**src/hw/rtl/ceq_pkg.sv**
```systemverilog
// Shared constants, codes and request structs of the coalescing event queue.
package ceq_pkg;

	localparam int MAX_TYPES  = 64;
	localparam int RING_DEPTH = 64;

	localparam int TYPE_W  = 6;
	localparam int FOLD_W  = 32;
	localparam int BLOB_W  = 64;
	localparam int RING_AW = $clog2(RING_DEPTH);
	localparam int IDX_W   = RING_AW + 1;
	localparam int LG_W    = $clog2(RING_AW + 1);

	localparam int EC_W    = 7;
	localparam int MODE_W  = 2;
	localparam int RSL_W   = 3;
	localparam int CFG_IDX_W = 2;
	localparam int CFG_W   = 7;

	localparam int ACT_W   = 2;
	localparam int STAT_W  = 3;

	localparam int IN_DATA_W  = 104;
	localparam int OUT_DATA_W = 112;

	// register indexes
	localparam logic [CFG_IDX_W-1:0] REG_EVENT_COUNT = 2'd0;
	localparam logic [CFG_IDX_W-1:0] REG_FOLD_MODE   = 2'd1;
	localparam logic [CFG_IDX_W-1:0] REG_RING_LOG2   = 2'd2;

	// fold modes
	localparam logic [MODE_W-1:0] CEQ_OR  = 2'd0;
	localparam logic [MODE_W-1:0] CEQ_ADD = 2'd1;

	// actions
	localparam logic [ACT_W-1:0] ACT_POST    = 2'd0;
	localparam logic [ACT_W-1:0] ACT_CONSUME = 2'd1;
	localparam logic [ACT_W-1:0] ACT_CLR_OVF = 2'd2;

	// result status
	localparam logic [STAT_W-1:0] ST_QUEUED    = 3'd0;
	localparam logic [STAT_W-1:0] ST_COALESCED = 3'd1;
	localparam logic [STAT_W-1:0] ST_RANGE     = 3'd2;
	localparam logic [STAT_W-1:0] ST_MODE      = 3'd3;
	localparam logic [STAT_W-1:0] ST_OVERFLOW  = 3'd4;
	localparam logic [STAT_W-1:0] ST_CONSUMED  = 3'd5;
	localparam logic [STAT_W-1:0] ST_IDLE      = 3'd6;

	typedef struct packed {
		logic [TYPE_W-1:0] rd_addr;
		logic              fold_we;
		logic              blob_we;
		logic [TYPE_W-1:0] wr_addr;
		logic [FOLD_W-1:0] fold_wd;
		logic [BLOB_W-1:0] blob_wd;
	} tmem_req_t;

	typedef struct packed {
		logic [RING_AW-1:0] rd_addr;
		logic               we;
		logic [RING_AW-1:0] wr_addr;
		logic [TYPE_W-1:0]  wd;
	} ring_req_t;

endpackage

```
**src/hw/rtl/ceq_ring_mem.sv**
```systemverilog
// Index ring memory holding queued event types, registered read.
module ceq_ring_mem (
	input  logic                      clk,
	input  ceq_pkg::ring_req_t        req,
	output logic [ceq_pkg::TYPE_W-1:0] rd_data
);

	logic [ceq_pkg::TYPE_W-1:0] ring_mem [ceq_pkg::RING_DEPTH];

	always_ff @(posedge clk) begin
		if (req.we) begin
			ring_mem[req.wr_addr] <= req.wd;
		end
		rd_data <= ring_mem[req.rd_addr];
	end

endmodule

```
**config.mk**
```make
export PLATFORM = sky130hd
export DESIGN_NAME = ceq_ring_mem
export DESIGN_NICKNAME = d
export VERILOG_FILES = /design/src/hw/rtl/ceq_pkg.sv /design/src/hw/rtl/ceq_ring_mem.sv
export SDC_FILE = /design/constraint.sdc
export NUM_CORES = 1
export LEC_CHECK = 0
export ABC_CLOCK_PERIOD_IN_PS = 4900
export BUFFER_PORTS_ARGS = -buffer_cell sky130_fd_sc_hd__buf_2
export CAP_MARGIN = 30
export CORE_UTILIZATION = 60
export DETAILED_ROUTE_END_ITERATION = 7
export GPL_TIMING_DRIVEN = 0
export PLACE_DENSITY_LB_ADDON = 0.2
export SLEW_MARGIN = 10
export SYNTH_ARGS = -nofsm -noshare
export SYNTH_HDL_FRONTEND = slang
export SYNTH_SLANG_ARGS = --single-unit
```
**constraint.sdc**
```tcl
create_clock -name clk -period 4.9 [get_ports clk]
set_input_delay 1.225 -clock clk [delete_from_list [all_inputs] [get_ports clk]]
set_output_delay 1.225 -clock clk [all_outputs]
set_load 0.02 [all_outputs]
```
After elaboration in Yosys (flattened, before gate mapping)
Memory sizes are Yosys's and may differ from the RTL's. A register that Yosys moved wholly into a read port is not among the register bits.
Cells that the tools add are included.

storage, ports and cells
  RAM bits = 384
  input bits = 20
  output and inout port bits = 6
  logic and storage cells = 3
  register bits after elaboration = 0
  memories = 1

memory list
  memory    words  bits a word  rd ports  clocked after Yosys merged registers in  wr ports  line               text
  ring_mem  64     6            1         1                                        1         ceq_ring_mem.sv:8  logic [ceq_pkg::TYPE_W-1:0] ring_mem [ceq_pkg::RING_DEPTH];

cells by class
  muxes and demuxes = 2

operators by type and width
  kind     number
  $mux W1  2

Longest topological paths before layout
Gate-level depths: netlist of run 1.

  depth in word-level cells = 2
  depth in mapped cells = 7
  mapped depth without buffers = 5

Worst setup path after synthesis of run 1
No wires, ideal clock.

  path type = input-to-reg
  from = in req[13] (netlist name)
  to = reg rd_data[0] (netlist name), read port of ring_mem
  data required time = 4783 ps
  setup slack = 2129 ps
  buffers on the path = 3
  stages on the path = 7
  data arrival time = 2653 ps
  library setup time = 117 ps
  path through = buf_6 > buf_6 > buf_4 > mux4_2 > o22ai_1 > o21ai_1 > a32o_1

RTL lines
  item                line               text
  start: declaration  ceq_ring_mem.sv:4  input ceq_pkg::ring_req_t req,
  end: declaration    ceq_ring_mem.sv:5  output logic [ceq_pkg::TYPE_W-1:0] rd_data

==> results of run 1 <==
[layer usage]
metal	routed length [microns]	track usage	vias up	part of all wire
li1	-	-	3152	-
met1	13300	0.4078	3974	0.38
met2	16850	0.4334	532	0.48
met3	3863	0.06138	85	0.11
met4	1333	0.1136	0	0.038
met5	0	0	-	0
[path summary, 6_finish.rpt]
check | from | endpoint | slack (ps) | depth (start not counted)
worst min-delay path | ring_mem[37][0] | rd_data[0] | 910 | 4
worst max-delay path | req[14] | rd_data[2] | 1730 | 7
worst min register to register | ring_mem[37][0] | rd_data[0] | 910 | 4
worst max register to register | ring_mem[45][2] | rd_data[2] | 2990 | 5
[stage by stage]
stage	hold WS [ps]	instance area, sq um
3_5_place_dp	873.8	15780
5_1_grt	913.4	17100
3_3_place_gp	860.0	15710
2_1_floorplan	732.6	15230
4_1_cts	890.5	17030
6_report	907.4	17100
[logic make-up (layout without fill, tap and decap cells)]
logic type	count (synthesis)	after routing
flip-flops	390	390
AO/OA/AOI/OAI	54	54
buffers and inverters	39	133
multiplexers	117	117
other	0	1
AND/OR/NAND/NOR	120	120
[registers in the layout, indices dropped and copies added (netlist names)]
register,count
rd_data,6
ring_mem,384
[area by class of cell]
type	instances	area [sq um]
well taps	324	405.4
fillers	1483	7503
diodes	1	2.502
clock buffers	47	1027
plain buffers	39	251.5
repair buffers	24	217.7
flip-flops and latches	390	11650
multi-input cells	291	3323
clock inverters	23	222.7
[worst min-delay path, delay by kind of cell (launching register included)]
| family | cells | cell delay [ps] |
|---|---|---|
| muxes | 1 | 150 |
| AOI/OAI and AO/OA | 2 | 300 |
| and+or+nand+nor | 1 | 90 |
| DFF | 1 | 330 |
[power breakdown]
part / internal (W) / leakage, nW / total, W / switching [W]
Combinational: 0.000140 / 1.24 / 0.000383 / 0.000243
Sequential: 0.00369 / 3.51 / 0.00370 / 0.00000658
Clock: 0.00171 / 0.607 / 0.00292 / 0.00121
[placed cells by master, fill, tap and decap left out, types with 5 or more instances in the layout]
cell and n:
edfxtp_1 384, mux4_2 87, nor2_1 67, clkbuf_16 40, buf_2 30, clkbuf_1 23
mux2i_1 15, o22ai_1 12, nand3_1 11, clkinv_1 11, o221ai_1 9, mux2_2 9
nand2_1 8, nor2b_1 8, buf_12 7, o22a_1 6, o21ai_1 6, a21oi_1 6
mux4_1 6, a211oi_1 6, dfxtp_1 6, buf_6 5, nand2b_1 5, nor3_1 5
==> flow_summary_export.csv, run 1 <==
group,metric,value,unit
synth,synth-seq-cells,390,
timing,slew_headroom,0.3489,
worst_setup_path,critPathMaxStageDelay,460,ps
clock_tree,cts_buffers,39,
layout,layout-drive-gt1-share,0.2457,
synth,synth_edf_count,384,
global_route,first_global_vias,7787,
synth,synthMuxAreaShare,0.1556,
power,leakagePower,5.355,nW
timing,tightest_slew,976.6,ps
timing,hold_viol_final,0,
layout,fin_cells,1139,
placement,globalplace.congestion,0.8874,
synth,synth_compound_area_frac,0.02597,
die,initial_core_util,0.6188,
synth,synthCells,720,
worst_setup_path,path_cells,"clkbuf_1, buf_2, buf_2, mux4_2, mux2i_1, a21oi_1, a32o_1",
detailed_routing,num_vias,7743,
clock_tree,cts_tree,"yes",
timing,rsz0062_at_grt,"no",
synth,synth_common_cells,"edfxtp_1 (384), mux4_2 (87), nor2_1 (67)",
worst_setup_path,critical_path_class,"in2reg",
worst_setup_path,crit_path_end_kind,"register",
timing,fmax,315.9,MHz
clock_tree,cts_resized,0,
synth,synth.most_common_cell,"edfxtp_1",
detailed_routing,drc_errors,0,
synth,yosysTopAreaCell,"edfxtp_1",
placement,dp_hpwl,22.16,mm
global_route,grt_remaining_overflow,0,
worst_setup_path,critPathMaxFanout,10,
power,power_density,409.6,nW/um^2
detailed_routing,drt_first_pass_iters,6,
layout,utilization,0.6950,
global_route,grt_pass1_wl,51.29,mm
clock_tree,path_clk_slew,60,ps
synth,yosys.area_share.xor_xnor,0,
worst_setup_path,crit_slowest_cell,"buf_2",
timing,setup_tns,0,ps
power,total_power,0.007004,W
synth,ys.flop_type,"edfxtp_1",
synth,synth_top_area_frac,0.7573,
synth,yosysUniqueCellTypes,37,
clock_tree,hold_buffers,0,
clock_tree,clock-sinks,390,
die,die_h,161.3,microns
placement,dp_slack,1265,ps
timing,finalWorstSetupSlack,1735,ps
job,cap_violations,0,
clock_tree,h-tree-depth,2,
die,ios,26,
power,ir_worst_vdd,0.0002950,V
synth,synth_top_family_by_area,"multiplexers",
global_route,grt_max_degree,65,
synth,yosys.area_share.simple,0.03673,
die,dieWidth,161.3,microns
clock_tree,cts_setup_buffers,0,
worst_hold_path,hp-class,"reg2reg",
timing,slew_viol_final,0,
detailed_routing,vias_per_cell,6.798,
synth,synth_nets,740,
worst_setup_path,crit_family,"buffers and inverters",
worst_setup_path,critPathBufInv,3,
placement,io_buffers,16,
clock_tree,clkLatencyLatePin,530,ps
synth,netlist_area,15230,sq um
worst_setup_path,critical_path_arrival,3570,ps
layout,final_nets,805,
worst_setup_path,path_common_cell,"buf_2",
clock_tree,clockBufferDepth,3,
status,run_status,"finished clean",
synth,syn_avg_cell_area,21.15,sq um
timing,fin_crit_sh,0.6460,
detailed_routing,wl_per_cell,31.03,microns
synth,ys_warn_count,0,
placement,place_inst,1063,
detailed_routing,first_iter_violations,1162,
timing,min_period,3165,ps
synth,synthArstFlopShare,0,
detailed_routing,routed_wirelength,35.34,mm
detailed_routing,ant_nets,0,
synth,synth_area_leaders,"edfxtp_1 (76%), mux4_2 (13%), nor2_1 (1.7%)",
global_route,antenna_found_initial,0,
global_route,grt_usage,0.2839,
timing,fin_skew,8.766,ps
layout,areaGrowthSynthToFinish,12.32,%
die,num_rows,57,
worst_setup_path,worstPathRequired,5300,ps
die,dieArea,26020,sq um
die,coreArea,24600,sq um
synth,seq_area_frac_synth,0.7652,
timing,setup_violations,0,
worst_setup_path,cp-start-kind,"input port",
synth,synthAdderAreaFrac,0,
clock_tree,cts.root.buffer_cell,"clkbuf_16",
Power figures use the tool's default switching activity.
==> run 2: changes to the inputs <==
- ABC_CLOCK_PERIOD_IN_PS: 4900 -> 2500
- CORE_UTILIZATION: 60 -> 56
- clock period: 4.9 -> 2.5 ns (I/O delays scaled with it)
==> flow_summary_export.csv, run 2 (synthesis results as in run 1) <==
group,metric,value,unit
status,run_status,"finished, violations left",
status,violations,"negative setup slack",
die,num_rows,59,
timing,slew_headroom,0.4562,
global_route,grt_usage,0.2601,
clock_tree,cts.root.buffer_cell,"clkbuf_16",
global_route,grt_max_degree,50,
detailed_routing,first_iter_violations,846,
global_route,antenna_found_initial,0,
worst_setup_path,critPathMaxFanout,10,
layout,final_common_cell,"edfxtp_1",
global_route,grt_remaining_overflow,0,
layout,final_cell_mix,"edfxtp_1 (384), mux4_2 (87), nor2_1 (67)",
placement,globalplace.congestion,0.8517,
worst_setup_path,critPathBufInv,3,
timing,setup_violations,1,
clock_tree,clockBufferDepth,3,
layout,areaGrowthSynthToFinish,12.94,%
worst_setup_path,critical_path_class,"in2reg",
timing,finalWorstSetupSlack,-15.60,ps
timing,setup_tns,-15.60,ps
worst_hold_path,hp-class,"in2reg",
worst_setup_path,crit_family,"buffers and inverters",
layout,multi_input_area,3323,sq um
die,dieWidth,166.9,microns
die,die_h,166.9,microns
power,p_clk_frac,0.426,
timing,tightest_slew,813.3,ps
clock_tree,cts_setup_buffers,0,
worst_setup_path,path_common_cell,"buf_2",
timing,hold_viol_final,0,
layout,regMostFlops,"ring_mem",
global_route,grt_pass1_wl,51.02,mm
timing,rsz0062_at_grt,"no",
die,dieArea,27850,sq um
layout,layout-drive-gt1-share,0.2558,
layout,seqCellArea,11650,sq um
clock_tree,path_clk_slew,60,ps
power,seqPwrFrac,0.521,
power,power_density,809.8,nW/um^2
detailed_routing,routed_wirelength,34.87,mm
power,total_power,0.01393,W
worst_setup_path,cp-start-kind,"input port",
worst_setup_path,critical_path_arrival,2910,ps
timing,fin_skew,19.63,ps
clock_tree,clock-sinks,390,
placement,io_buffers,16,
clock_tree,clkLatencyLatePin,530,ps
detailed_routing,num_vias,7537,
layout,fillers,1728,
power,switching_share,0.2057,
worst_setup_path,critPathMaxStageDelay,470,ps
detailed_routing,drc_errors,0,
power,ir_worst_vdd,0.0005918,V
clock_tree,cts_buffers,40,
clock_tree,h-tree-depth,2,
placement,dpl_cell_area,15860,sq um
detailed_routing,drt_first_pass_iters,5,
layout,antenna_cells,0,
detailed_routing,wl_per_cell,30.27,microns
power,comb_power_share,0.053,
timing,slew_viol_final,0,
timing,fin_crit_sh,1.006,
die,ios,26,
power,leakagePower,5.412,nW
layout,final_nets,806,
detailed_routing,vias_per_cell,6.543,
layout,final_cell_area,17200,sq um
layout,largest_reg_flops,384,
layout,reg_top3,"ring_mem x384, rd_data x6",
timing,min_period,2516,ps
worst_setup_path,worstPathRequired,2890,ps
worst_setup_path,crit_path_end_kind,"register",
placement,dp_hpwl,22.58,mm
job,cap_violations,0,
clock_tree,cts_tree,"yes",
power,switching_power,0.002864,W
power,intPower,0.01106,W
die,coreArea,26350,sq um
global_route,first_global_vias,7716,
worst_setup_path,path_cells,"clkbuf_1, buf_2, buf_2, mux4_2, mux2i_1, a21oi_1, o22a_1",
timing,fmax,397.5,MHz
die,initial_core_util,0.5777,
worst_setup_path,crit_slowest_cell,"buf_2",
detailed_routing,ant_nets,0,
[run 2: changes by cell type in the layout (fill, tap and decap cells not counted), sizes merged]
cell	delta
clkbuf	+6
clkinvlp	-1
buf	-1
diode	-1
inv	-1
[run 2: path summary, 6_finish.rpt]
kind                        start               to  slack (ps)  cells after the start
setup / recovery          req[14]       rd_data[3]         -20                      7
hold reg to reg   ring_mem[39][0]       rd_data[0]         920                      4
setup reg to reg  ring_mem[40][2]       rd_data[2]         620                      5
hold / removal             req[1]  ring_mem[21][1]         510                      1
[run 2: worst reg2reg max path, delay by kind of cell (launching register included)]
family | cells | cell delay [ps]
flops | 1 | 370
compound gates | 3 | 760
simple gates | 1 | 140
mux | 1 | 490
[run 2: power groups by stage]
stage | Clock, W | Sequential, W | Combinational (W)
final | 0.00593 | 0.00725 | 0.000745
after global routing | 0.00621 | 0.00725 | 0.000781
after CTS | 0.00598 | 0.00725 | 0.000745
after detailed placement | 0 | 0.00739 | 0.000741
after global placement | 0 | 0.00739 | 0.000698
after floorplan | 0 | 0.00740 | 0.000391
[run 2: metal layers]
layer / vias up / track usage / wire [microns]
li1: 3155 / - / -
met1: 3906 / 0.3610 / 13640
met2: 416 / 0.4164 / 16940
met3: 60 / 0.05299 / 3240
met4: 0 / 0.09018 / 1048
met5: - / 0 / 0
[run 2: stage by stage]
stage / hold slack, ps / worst slack [ps] / utilization / cells
6_report: 510.4 / -15.60 / 0.6525 / 1152
5_1_grt: 515.3 / 22.96 / 0.6525 / 1152
4_1_cts: 511.1 / 34.80 / 0.6520 / 1150
3_5_place_dp: 888.4 / -587.3 / 0.6018 / 1077
3_3_place_gp: 911.5 / -534.1 / 0.5967 / 1071
2_1_floorplan: 723.9 / 329.3 / - / 720
[run 2: timing repair]
action / in CTS / in global routing
setup endpoints to repair: 3 / 2
resized for setup: 2 / 1
hold buffers: 0 / 0
[run 2: area by class of cell]
class | count | share of cell area
tap | 335 | 0.02437
clock inverter | 21 | 0.01237
multi-input combinational | 291 | 0.1932
buffer | 39 | 0.01492
clock buffer | 52 | 0.06446
timing repair buffer | 24 | 0.01310
sequential | 390 | 0.6775
